--- src/rtl/core/brtu_pkg.sv ---
// ----------------------------------------------------------------------------
// brtu_pkg: shared types and constants
// Word store geometry, command codes and configuration register codes for the
// backup register file with tamper detection.
// ----------------------------------------------------------------------------
`default_nettype none

package brtu_pkg;

    localparam int NUM_WORDS = 42;
    localparam int DATA_W    = 16;
    localparam int IDX_W     = 6;
    localparam int ADDR_W    = $clog2(NUM_WORDS);
    localparam int CAL_W     = 6;
    localparam int CFG_IDX_W = 3;
    localparam int CFG_DAT_W = CAL_W;

    typedef enum logic [1:0] {
        CMD_WRITE  = 2'd0,
        CMD_READ   = 2'd1,
        CMD_TAMPER = 2'd2,
        CMD_CLEAR  = 2'd3
    } t_cmd;

    typedef enum logic [CFG_IDX_W-1:0] {
        CFG_TAMPER_EN  = 3'd0,
        CFG_ACTIVE_LOW = 3'd1,
        CFG_IRQ_EN     = 3'd2,
        CFG_RTC_CAL    = 3'd3,
        CFG_PULSE_EN   = 3'd4,
        CFG_PULSE_SEL  = 3'd5
    } t_cfg_idx;

    typedef struct packed {
        logic             tamper_en;
        logic             active_low;
        logic             irq_en;
        logic [CAL_W-1:0] rtc_cal;
        logic             pulse_en;
        logic             pulse_sel;
    } t_cfg;

    typedef logic [DATA_W-1:0] t_word;

endpackage

`default_nettype wire

--- src/rtl/core/brtu_if.sv ---
// ----------------------------------------------------------------------------
// brtu channels: command and result interfaces
// Valid/ready channels carrying one command item or one result item.
// ----------------------------------------------------------------------------
`default_nettype none

interface brtu_in_if
    import brtu_pkg::*;
();
    logic             valid;
    logic             ready;
    logic [1:0]       cmd;
    logic [IDX_W-1:0] reg_index;
    t_word            write_data;
    logic             tamper_pin;
    logic             clear_event;
    logic             clear_interrupt;

    modport source (
        output valid, cmd, reg_index, write_data, tamper_pin, clear_event,
               clear_interrupt,
        input  ready
    );
    modport sink (
        input  valid, cmd, reg_index, write_data, tamper_pin, clear_event,
               clear_interrupt,
        output ready
    );
endinterface

interface brtu_out_if
    import brtu_pkg::*;
();
    logic  valid;
    logic  ready;
    t_word read_data;
    logic  access_valid;
    logic  event_flag;
    logic  interrupt_flag;
    logic  irq_request;

    modport source (
        output valid, read_data, access_valid, event_flag, interrupt_flag,
               irq_request,
        input  ready
    );
    modport sink (
        input  valid, read_data, access_valid, event_flag, interrupt_flag,
               irq_request,
        output ready
    );
endinterface

`default_nettype wire

--- src/rtl/core/backup_regs_tamper_unit.sv ---
// ----------------------------------------------------------------------------
// backup_regs_tamper_unit: backup word store with tamper detection
// Channel    | dir | transfer when      | payload
// i_in_ch    | in  | valid && ready     | cmd, reg_index, write_data, pin, clears
// o_out_ch   | out | valid && ready     | read_data, access_valid, flags, irq
// i_cfg_*    | in  | i_cfg_we           | register index, data
//
// One item per cycle while the result channel is not stalled.
// The word store is read and written at the input transfer edge, its read
// data lands in a stage register, then in the output register.
// Per-word valid bits are cleared by reset and by a tamper edge, so the
// store needs no clearing pass; an invalid word reads as zero.
// Input is taken while the stage register is empty or moving on, so a
// stalled result holds one more item behind it.
// ----------------------------------------------------------------------------
`default_nettype none

module backup_regs_tamper_unit
    import brtu_pkg::*;
(
    input  wire logic                 i_clk,
    input  wire logic                 i_rst_n,
    input  wire logic                 i_cfg_we,
    input  wire logic [CFG_IDX_W-1:0] i_cfg_idx,
    input  wire logic [CFG_DAT_W-1:0] i_cfg_wdata,
    brtu_in_if.sink                   i_in_ch,
    brtu_out_if.source                o_out_ch
);

    t_cfg r_cfg;

    t_word r_mem [NUM_WORDS];
    logic [NUM_WORDS-1:0] r_word_vld, n_word_vld;

    logic r_event, n_event;
    logic r_intr, n_intr;
    logic r_pin_was, n_pin_was;

    // stage register
    logic  r_s1_v;
    t_word r_s1_word;
    logic  r_s1_hit;
    logic  r_s1_acc;
    logic  r_s1_event;
    logic  r_s1_intr;
    logic  r_s1_irq;

    // output register
    logic  r_o_v;
    t_word r_o_data;
    logic  r_o_acc;
    logic  r_o_event;
    logic  r_o_intr;
    logic  r_o_irq;

    logic              in_xfer;
    logic              s1_move;
    logic              idx_ok;
    logic [ADDR_W-1:0] addr;
    logic              active;
    logic              tamper_edge;
    logic              wr_en;
    logic              rd_hit;
    t_cmd              cmd;

    assign cmd     = t_cmd'(i_in_ch.cmd);
    assign s1_move = r_s1_v && (!r_o_v || o_out_ch.ready);
    assign i_in_ch.ready = !r_s1_v || s1_move;
    assign in_xfer = i_in_ch.valid && i_in_ch.ready;

    assign idx_ok = (i_in_ch.reg_index != '0)
                 && (i_in_ch.reg_index <= IDX_W'(NUM_WORDS));
    assign addr   = ADDR_W'(i_in_ch.reg_index - IDX_W'(1));
    assign active = i_in_ch.tamper_pin ^ r_cfg.active_low;
    assign tamper_edge = (cmd == CMD_TAMPER) && r_cfg.tamper_en && active && !r_pin_was;
    assign wr_en  = (cmd == CMD_WRITE) && idx_ok;
    assign rd_hit = (cmd == CMD_READ) && idx_ok && r_word_vld[addr];

    always_comb begin
        n_event    = r_event;
        n_intr     = r_intr;
        n_pin_was  = r_pin_was;
        n_word_vld = r_word_vld;
        unique case (cmd)
            CMD_WRITE: begin
                if (idx_ok) begin
                    n_word_vld[addr] = 1'b1;
                end
            end
            CMD_READ: begin
            end
            CMD_TAMPER: begin
                n_pin_was = active;
                if (tamper_edge) begin
                    n_event    = 1'b1;
                    n_word_vld = '0;
                    if (r_cfg.irq_en) begin
                        n_intr = 1'b1;
                    end
                end
            end
            CMD_CLEAR: begin
                if (i_in_ch.clear_event) begin
                    n_event = 1'b0;
                end
                if (i_in_ch.clear_interrupt) begin
                    n_intr = 1'b0;
                end
            end
            default: begin
            end
        endcase
    end

    // configuration registers
    always_ff @(posedge i_clk) begin
        if (!i_rst_n) begin
            r_cfg <= '0;
        end else if (i_cfg_we) begin
            unique case (t_cfg_idx'(i_cfg_idx))
                CFG_TAMPER_EN:  r_cfg.tamper_en  <= i_cfg_wdata[0];
                CFG_ACTIVE_LOW: r_cfg.active_low <= i_cfg_wdata[0];
                CFG_IRQ_EN:     r_cfg.irq_en     <= i_cfg_wdata[0];
                CFG_RTC_CAL:    r_cfg.rtc_cal    <= i_cfg_wdata[CAL_W-1:0];
                CFG_PULSE_EN:   r_cfg.pulse_en   <= i_cfg_wdata[0];
                CFG_PULSE_SEL:  r_cfg.pulse_sel  <= i_cfg_wdata[0];
                default: begin
                end
            endcase
        end
    end

    // word store: write and registered read at the input transfer
    always_ff @(posedge i_clk) begin
        if (in_xfer) begin
            if (wr_en) begin
                r_mem[addr] <= i_in_ch.write_data;
            end
            r_s1_word <= r_mem[addr];
        end
    end

    always_ff @(posedge i_clk) begin
        if (!i_rst_n) begin
            r_event    <= 1'b0;
            r_intr     <= 1'b0;
            r_pin_was  <= 1'b0;
            r_word_vld <= '0;
        end else if (in_xfer) begin
            r_event    <= n_event;
            r_intr     <= n_intr;
            r_pin_was  <= n_pin_was;
            r_word_vld <= n_word_vld;
        end
    end

    always_ff @(posedge i_clk) begin
        if (!i_rst_n) begin
            r_s1_v <= 1'b0;
        end else if (in_xfer) begin
            r_s1_v <= 1'b1;
        end else if (s1_move) begin
            r_s1_v <= 1'b0;
        end
    end

    always_ff @(posedge i_clk) begin
        if (in_xfer) begin
            r_s1_hit   <= rd_hit;
            r_s1_acc   <= idx_ok && ((cmd == CMD_WRITE) || (cmd == CMD_READ));
            r_s1_event <= n_event;
            r_s1_intr  <= n_intr;
            r_s1_irq   <= n_intr && r_cfg.irq_en;
        end
    end

    always_ff @(posedge i_clk) begin
        if (!i_rst_n) begin
            r_o_v <= 1'b0;
        end else if (s1_move) begin
            r_o_v <= 1'b1;
        end else if (o_out_ch.ready) begin
            r_o_v <= 1'b0;
        end
    end

    always_ff @(posedge i_clk) begin
        if (s1_move) begin
            r_o_data  <= r_s1_hit ? r_s1_word : '0;
            r_o_acc   <= r_s1_acc;
            r_o_event <= r_s1_event;
            r_o_intr  <= r_s1_intr;
            r_o_irq   <= r_s1_irq;
        end
    end

    assign o_out_ch.valid          = r_o_v;
    assign o_out_ch.read_data      = r_o_data;
    assign o_out_ch.access_valid   = r_o_acc;
    assign o_out_ch.event_flag     = r_o_event;
    assign o_out_ch.interrupt_flag = r_o_intr;
    assign o_out_ch.irq_request    = r_o_irq;

endmodule

`default_nettype wire

--- src/flat_wrapper.sv ---
// flat-port wrapper written by rule: the top's interface ports become plain ports
module backup_regs_tamper_unit_flat import brtu_pkg::*;
  (i_clk, i_rst_n, i_cfg_we, i_cfg_idx, i_cfg_wdata, i_in_ch_valid, i_in_ch_cmd, i_in_ch_reg_index, i_in_ch_write_data, i_in_ch_tamper_pin, i_in_ch_clear_event, i_in_ch_clear_interrupt, i_in_ch_ready, o_out_ch_valid, o_out_ch_read_data, o_out_ch_access_valid, o_out_ch_event_flag, o_out_ch_interrupt_flag, o_out_ch_irq_request, o_out_ch_ready);
  brtu_in_if i_in_ch_i ();
  brtu_out_if o_out_ch_i ();
  input  wire logic i_clk;
  input  wire logic i_rst_n;
  input  wire logic i_cfg_we;
  input  wire logic [CFG_IDX_W-1:0] i_cfg_idx;
  input  wire logic [CFG_DAT_W-1:0] i_cfg_wdata;
  input wire logic [$bits(i_in_ch_i.valid)-1:0] i_in_ch_valid;
  input wire logic [$bits(i_in_ch_i.cmd)-1:0] i_in_ch_cmd;
  input wire logic [$bits(i_in_ch_i.reg_index)-1:0] i_in_ch_reg_index;
  input wire logic [$bits(i_in_ch_i.write_data)-1:0] i_in_ch_write_data;
  input wire logic [$bits(i_in_ch_i.tamper_pin)-1:0] i_in_ch_tamper_pin;
  input wire logic [$bits(i_in_ch_i.clear_event)-1:0] i_in_ch_clear_event;
  input wire logic [$bits(i_in_ch_i.clear_interrupt)-1:0] i_in_ch_clear_interrupt;
  output wire logic [$bits(i_in_ch_i.ready)-1:0] i_in_ch_ready;
  output wire logic [$bits(o_out_ch_i.valid)-1:0] o_out_ch_valid;
  output wire logic [$bits(o_out_ch_i.read_data)-1:0] o_out_ch_read_data;
  output wire logic [$bits(o_out_ch_i.access_valid)-1:0] o_out_ch_access_valid;
  output wire logic [$bits(o_out_ch_i.event_flag)-1:0] o_out_ch_event_flag;
  output wire logic [$bits(o_out_ch_i.interrupt_flag)-1:0] o_out_ch_interrupt_flag;
  output wire logic [$bits(o_out_ch_i.irq_request)-1:0] o_out_ch_irq_request;
  input wire logic [$bits(o_out_ch_i.ready)-1:0] o_out_ch_ready;
  assign i_in_ch_i.valid = i_in_ch_valid;
  assign i_in_ch_i.cmd = i_in_ch_cmd;
  assign i_in_ch_i.reg_index = i_in_ch_reg_index;
  assign i_in_ch_i.write_data = i_in_ch_write_data;
  assign i_in_ch_i.tamper_pin = i_in_ch_tamper_pin;
  assign i_in_ch_i.clear_event = i_in_ch_clear_event;
  assign i_in_ch_i.clear_interrupt = i_in_ch_clear_interrupt;
  assign i_in_ch_ready = i_in_ch_i.ready;
  assign o_out_ch_valid = o_out_ch_i.valid;
  assign o_out_ch_read_data = o_out_ch_i.read_data;
  assign o_out_ch_access_valid = o_out_ch_i.access_valid;
  assign o_out_ch_event_flag = o_out_ch_i.event_flag;
  assign o_out_ch_interrupt_flag = o_out_ch_i.interrupt_flag;
  assign o_out_ch_irq_request = o_out_ch_i.irq_request;
  assign o_out_ch_i.ready = o_out_ch_ready;
  backup_regs_tamper_unit u_core (.i_clk(i_clk), .i_rst_n(i_rst_n), .i_cfg_we(i_cfg_we), .i_cfg_idx(i_cfg_idx), .i_cfg_wdata(i_cfg_wdata), .i_in_ch(i_in_ch_i), .o_out_ch(o_out_ch_i));
endmodule
--- config.mk ---
export PLATFORM = sky130hd
export DESIGN_NAME = backup_regs_tamper_unit_flat
export DESIGN_NICKNAME = d
export VERILOG_FILES = /design/src/rtl/core/brtu_pkg.sv /design/src/rtl/core/brtu_if.sv /design/src/rtl/core/backup_regs_tamper_unit.sv /design/src/flat_wrapper.sv
export SDC_FILE = /design/constraint.sdc
export NUM_CORES = 1
export LEC_CHECK = 0
export BUFFER_PORTS_ARGS = -buffer_cell sky130_fd_sc_hd__buf_4
export CAP_MARGIN = 15
export CORE_MARGIN = 10
export CORE_UTILIZATION = 45
export CTS_CLUSTER_DIAMETER = 120
export DETAILED_ROUTE_END_ITERATION = 10
export SYNTH_ARGS = -nofsm -noshare
export SYNTH_HDL_FRONTEND = slang
export SYNTH_SLANG_ARGS = --single-unit
--- constraint.sdc ---
create_clock -name i_clk -period 7.9 [get_ports i_clk]
set_input_delay 1.185 -clock i_clk [delete_from_list [all_inputs] [get_ports i_clk]]
set_output_delay 1.185 -clock i_clk [all_outputs]
set_load 0.03 [all_outputs]
==> results.yml, run 1 <==
placed_design:
  placed_cells_incl_taps: 2798
  port_buffers: 57
  place_ws_ns: 1.93
  dp_hpwl_um: 48100
  gp_congestion: 0.855
synthesis:
  synth-seq-cells: 763
  yosys.area_share.simple: 0.0645
  synth_compound_area_frac: 0.0954
  syn_nets: 1967
  synthMuxAreaShare: 0.0676
  ys_types: 68
  postSynth.asyncResetShare: 0
  syn_inst: 1923
  synth_top_family_by_area: "compound AO/OA/AOI/OAI gates"
  synth.avg_cell_area_um2: 15.6
  synth_top_flop_cell: "edfxtp_1"
  synth-adder-area-share: 0.00125
  seq_area_frac_synth: 0.746
  yosysWarnings: 0
  synth_xor_area_frac: 0.00287
  synth_edf_count: 713
  syn-cell-area_um2: 30000
worst_setup_path:
  crit_slowest_cell: "nor2_2"
  cp-endpoint: "u_core.r_mem[27][2]"
  cp.required_ns: 8.13
  worstPathCellList: "clkbuf_8 -> inv_2 -> ha_1 -> nor3b_1 -> xnor2_2 -> buf_4 -> nor2_1 -> nand3_1 -> nor2_2"
  cp_max_fo: 64
  cp_data_arrival_time_ns: 5.52
  cp_slowest_stage_delay_ns: 0.98
  startpoint: "i_in_ch_reg_index[0]"
  crit_type: "in -> reg"
  r2r_slack_ns: 4.33
  ff2ff_path_depth: 8
  endpoint_kind: "flip-flop"
  cp-start-kind: "input port"
  reg2reg_to: "u_core.r_mem[27][2]"
  r2r_start: "u_core.r_s1_v"
routing:
  drcViolationCount: 0
  drt_first_pass_iters: 8
  ant_nets: 0
  wirelength_um: 85600
  wl_per_cell_um: 29.1
  first_iter_violations: 1916
  via_per_inst: 6.17
  vias: 18100
sta:
  slew_violations: 0
  period_needed_ns: 5.29
  finalCritPeriodShare: 0.670
  fmax_mhz: 189
  relSlewSlack: 0.236
  hold_viol: 0
  finalSetupViolCount: 0
  whs_ns: 0.424
  rsz0062_at_grt: "no"
  timing.final.ws_setup_ns: 2.61
  fin_worst_skew_ns: 0.0229
  fin_setup_tns_ns: 0
  worst_pin_slew_ns: 1.14
floorplanning:
  ioPinCount: 63
  rows: 94
  initial_core_util: 0.455
  dieArea_um2: 77500
  core_area_um2: 66000
  dieWidth_um: 278
  die_y_um: 278
clocking:
  clock_sinks: 763
  cts_htree_levels: 3
  cts_setup_buffers: 0
  cts_made_buffers: 80
  clk_path_buf_depth: 3
  clk_latency_ns: 0.63
  ctsResizeCount: 0
  hold_buffers: 0
  clk_pin_slew_ns: 0.06
  cts-root-buf: "clkbuf_16"
  cts_tree: "built"
finish:
  nFillCells: 5398
  layout-drive-gt1-share: 0.165
  fin_nets: 2061
  layout_commonest_cell: "edfxtp_1"
  final_cell_count_no_fill: 2940
  layout_common_cells: "713 x edfxtp_1, 161 x nand2_1, 143 x buf_4"
  area_delta_synth_final_pct: 13.8
global_routing:
  grt_pass1_vias: 17400
  antenna_found_initial: 2
  grt_max_degree: 101
  grt-ovfl-total: 0
  grt_use_total: 0.217
  grt_pass1_wl_um: 123000
outcome:
  status: "complete, no violations"
min_path:
  min_path_type: "reg -> reg"
power:
  cellLeakagePower_uw: 0.0113
  max-vdd-ir-drop_v: 0.000139
  finalPower_uw: 8750
  power-per-cell-area_nw_per_um2: 256
job:
  max_cap_violations: 0
==> report_power, final <==
group,total [µW],switching (µW),internal (µW)
sequential,4450,7.37,4450
clock,3550,1500,2050
combinational,740,533,207
==> synth_stat cells, types with 6 or more instances <==
| library cell | number | area share |
|---|---|---|
| nand3_1 | 85 | 0.014 |
| buf_2 | 56 | 0.0093 |
| edfxtp_1 | 713 | 0.71 |
| inv_1 | 8 | 0.0010 |
| a41oi_1 | 11 | 0.0032 |
| a2111oi_0 | 9 | 0.0026 |
| a211o_1 | 7 | 0.0020 |
| a32oi_1 | 9 | 0.0026 |
| a221oi_1 | 38 | 0.011 |
| and3_1 | 24 | 0.0050 |
| o22ai_1 | 11 | 0.0023 |
| a31oi_1 | 42 | 0.0087 |
| mux4_2 | 24 | 0.018 |
| nand4_1 | 6 | 0.0012 |
| mux2i_1 | 105 | 0.035 |
| nor2b_1 | 9 | 0.0019 |
| o22a_1 | 7 | 0.0020 |
| o21ai_0 | 53 | 0.0088 |
| mux2_2 | 39 | 0.015 |
| buf_1 | 6 | 0.00075 |
| o211ai_1 | 18 | 0.0045 |
| nor3_1 | 12 | 0.0020 |
| clkbuf_1 | 57 | 0.0071 |
| a211oi_1 | 6 | 0.0015 |
| dfxtp_1 | 50 | 0.033 |
| o221ai_1 | 15 | 0.0044 |
| a22oi_1 | 36 | 0.0090 |
| a22o_1 | 20 | 0.0058 |
| nand2_1 | 161 | 0.020 |
| a21oi_1 | 82 | 0.014 |
| a221o_1 | 7 | 0.0023 |
| buf_4 | 14 | 0.0035 |
| and2_1 | 17 | 0.0035 |
| nor2_1 | 97 | 0.012 |
==> final cells by class <==
cell class	instances	area (µm²)	share of cell area
sequential	763	22400	0.656
tap	864	1080	0.0316
timing repair buffer	146	1110	0.0326
clock inverter	40	294	0.00860
inverter	9	33.8	0.000989
antenna	1	2.50	0.0000732
multi-input combinational	1017	7080	0.207
clock buffer	100	2150	0.0629
==> flip-flops by register name, indices dropped and copies added (netlist names), 3 cells and up <==
| register | cells |
|---|---|
| u_core.r_mem | 672 |
| u_core.r_s1_word | 16 |
| u_core.r_cfg | 3 |
| u_core.r_word_vld | 42 |
| u_core.o_out_ch.read_data | 16 |
==> worst min path at each step <==
stage	startpoint	end	slack, ns	cells after the start
2_1_floorplan	u_core.r_s1_acc	u_core.o_out_ch.access_valid	0.40	0
3_3_place_gp	u_core.r_s1_event	u_core.o_out_ch.event_flag	0.40	0
3_5_place_dp	u_core.r_s1_event	u_core.o_out_ch.event_flag	0.41	0
4_1_cts	u_core.r_s1_intr	u_core.o_out_ch.interrupt_flag	0.42	0
5_1_grt	u_core.r_s1_intr	u_core.o_out_ch.interrupt_flag	0.44	0
6_report	u_core.r_s1_intr	u_core.o_out_ch.interrupt_flag	0.42	0
==> critical path: cells and delay by family <==
kind | cells | cell delay (ns)
buf+inv | 3 | 0.78
fa+ha+maj | 1 | 0.32
simple gates | 4 | 3.07
xor+xnor | 1 | 0.09
==> stage by stage <==
step / instance area (µm²) / utilization
after floorplan: 30000 / -
after global placement: 31700 / 0.481
after detailed placement: 31700 / 0.481
after CTS: 34200 / 0.518
after global routing: 34200 / 0.518
final: 34200 / 0.518
==> per-layer routing <==
layer  part of all wire  up-vias  GRT usage  routed length, µm
li1                   -     7801          -                  -
met1               0.40     9281      0.290              34300
met2               0.47      891      0.344              40400
met3              0.097      160     0.0526               8290
met4              0.031        0     0.0707               2650
met5                  0        -          0                  0
==> kinds of logic after synthesis <==
group                      count (synthesis)
DFF                                      763
and+or+nand+nor                          429
AOI/OAI and AO/OA                        408
muxes                                    168
buffers and inverters                    143
xor gates and xnor gates                   9
adders and majority gates                  3
Note: power is estimated with default switching activity, not from simulation.
==> run 2, diff against run 1 <==
- clock period: 7.9 -> 4.49 ns (I/O delays scaled with it)
==> run 2 against run 1 <==
  * Core utilization grew 0.58 points
  * Non-clock buffer count grew 40
  * Sequential share of layout area down 0.72 points
  * Power grew 77%
  * Critical path type unchanged
  * Largest cell class unchanged
==> results.yml, run 2 (synthesis gave the netlist of run 1 again) <==
placed_design:
  port_buffers: 57
  place_ws_ns: 0.292
  placed_cells_incl_taps: 2839
  dpl_cell_area_um2: 32100
  dp_hpwl_um: 50900
  gp_congestion: 0.847
floorplanning:
  dieWidth_um: 278
  ioPinCount: 63
  initial_core_util: 0.455
  dieArea_um2: 77500
  rows: 94
  core_area_um2: 66000
  die_y_um: 278
global_routing:
  grt_max_degree: 94
  grt_use_total: 0.217
  antenna_found_initial: 0
  grt_pass1_wl_um: 124000
  grt-ovfl-total: 0
  grt_pass1_vias: 17800
sta:
  timing.final.ws_setup_ns: 0.877
  fin_setup_tns_ns: 0
  period_needed_ns: 3.61
  fmax_mhz: 277
  slew_violations: 0
  fin_worst_skew_ns: 0.0190
  finalCritPeriodShare: 0.805
  worst_pin_slew_ns: 0.992
  rsz0062_at_grt: "no"
  finalSetupViolCount: 0
  hold_viol: 0
  whs_ns: 0.325
  relSlewSlack: 0.337
clocking:
  cts-root-buf: "clkbuf_16"
  cts_setup_buffers: 0
  cts_htree_levels: 3
  cts_tree: "built"
  clk_pin_slew_ns: 0.06
  cts_made_buffers: 77
  clk_path_buf_depth: 3
  clk_latency_ns: 0.62
  hold_buffers: 0
  clock_sinks: 763
  ctsResizeCount: 0
finish:
  layout-drive-gt1-share: 0.181
  top_register: "u_core.r_mem"
  final_cell_count_no_fill: 2975
  top_regs: "u_core.r_mem x672, u_core.r_word_vld x42"
  area_delta_synth_final_pct: 15.0
  diodes: 0
  stdcell_area_um2: 34600
  largest_reg_flops: 672
  layout_commonest_cell: "edfxtp_1"
  fin_nets: 2098
  nFillCells: 5318
  layout_common_cells: "713 x edfxtp_1, 177 x buf_4, 161 x nand2_1"
power:
  max-vdd-ir-drop_v: 0.000226
  pwr-share-clk: 0.406
  combPwrFrac: 0.087
  power-per-cell-area_nw_per_um2: 447
  switchingPower_uw: 3570
  power.internal_uw: 11900
  power_frac_seq: 0.507
  cellLeakagePower_uw: 0.0115
  power.share.switching: 0.231
routing:
  first_iter_violations: 2086
  via_per_inst: 6.19
  wirelength_um: 85800
  ant_nets: 0
  drcViolationCount: 0
  vias: 18400
  drt_first_pass_iters: 5
  wl_per_cell_um: 28.9
worst_setup_path:
  cp_data_arrival_time_ns: 3.89
  endpoint_kind: "flip-flop"
  cp_max_fo: 20
  crit_type: "in -> reg"
  cp.required_ns: 4.77
  ff2ff_path_depth: 6
  cp-start-kind: "input port"
  r2r_slack_ns: 1.71
min_path:
  min_path_type: "in -> reg"
  worstHoldPathCells: 3
outcome:
  status: "complete, no violations"
job:
  max_cap_violations: 0
-- run 2: cell type report --
type	instances	area (µm²)	area share
flip-flops and latches	763	22400	0.649
multi-input cells	1017	7090	0.205
clock buffers	98	2060	0.0596
repair buffers	186	1500	0.0435
well taps	864	1080	0.0313
clock inverters	38	379	0.0110
inverters	9	33.8	0.000978
-- run 2: worst max-delay path, cell delays in order --
cell      delay [ns]
clkbuf_8        0.18
inv_2           0.11
ha_1            0.32
xor2_4          0.80
nor2_1          0.23
buf_4           0.30
a22oi_1         0.21
nand2_1         0.08
o311ai_0        0.62
o21ai_0         0.34
-- run 2: final timing paths --
| path | start | to |
|---|---|---|
| min reg2reg | u_core.r_s1_event | u_core.o_out_ch.event_flag |
| min | i_in_ch_valid | u_core.r_s1_v |
| max reg2reg | u_core.r_s1_v | u_core.r_mem[32][2] |
| max | i_in_ch_reg_index[0] | u_core.r_s1_word[6] |
-- run 2: per-layer routing --
metal	part of all wire	vias up	GRT usage
met5	0	-	0
met4	0.034	0	0.0771
met3	0.097	154	0.0436
met2	0.47	984	0.344
met1	0.40	9409	0.295
li1	-	7856	-
-- run 2: through the flow --
stage	utilization	total power, µW
global placement	0.487	9300
global route	0.524	15900
detailed placement	0.487	9320
finish	0.524	15400
floorplan	-	8670
CTS	0.524	15500
-- run 2: power groups by stage --
stage                     Clock, µW  Combinational [µW]  Sequential (µW)
final                          6260                1350             7840
after global routing           6650                1410             7830
after CTS                      6370                1330             7840
after detailed placement          0                1330             7990
after global placement            0                1320             7990
after floorplan                   0                 670             8000
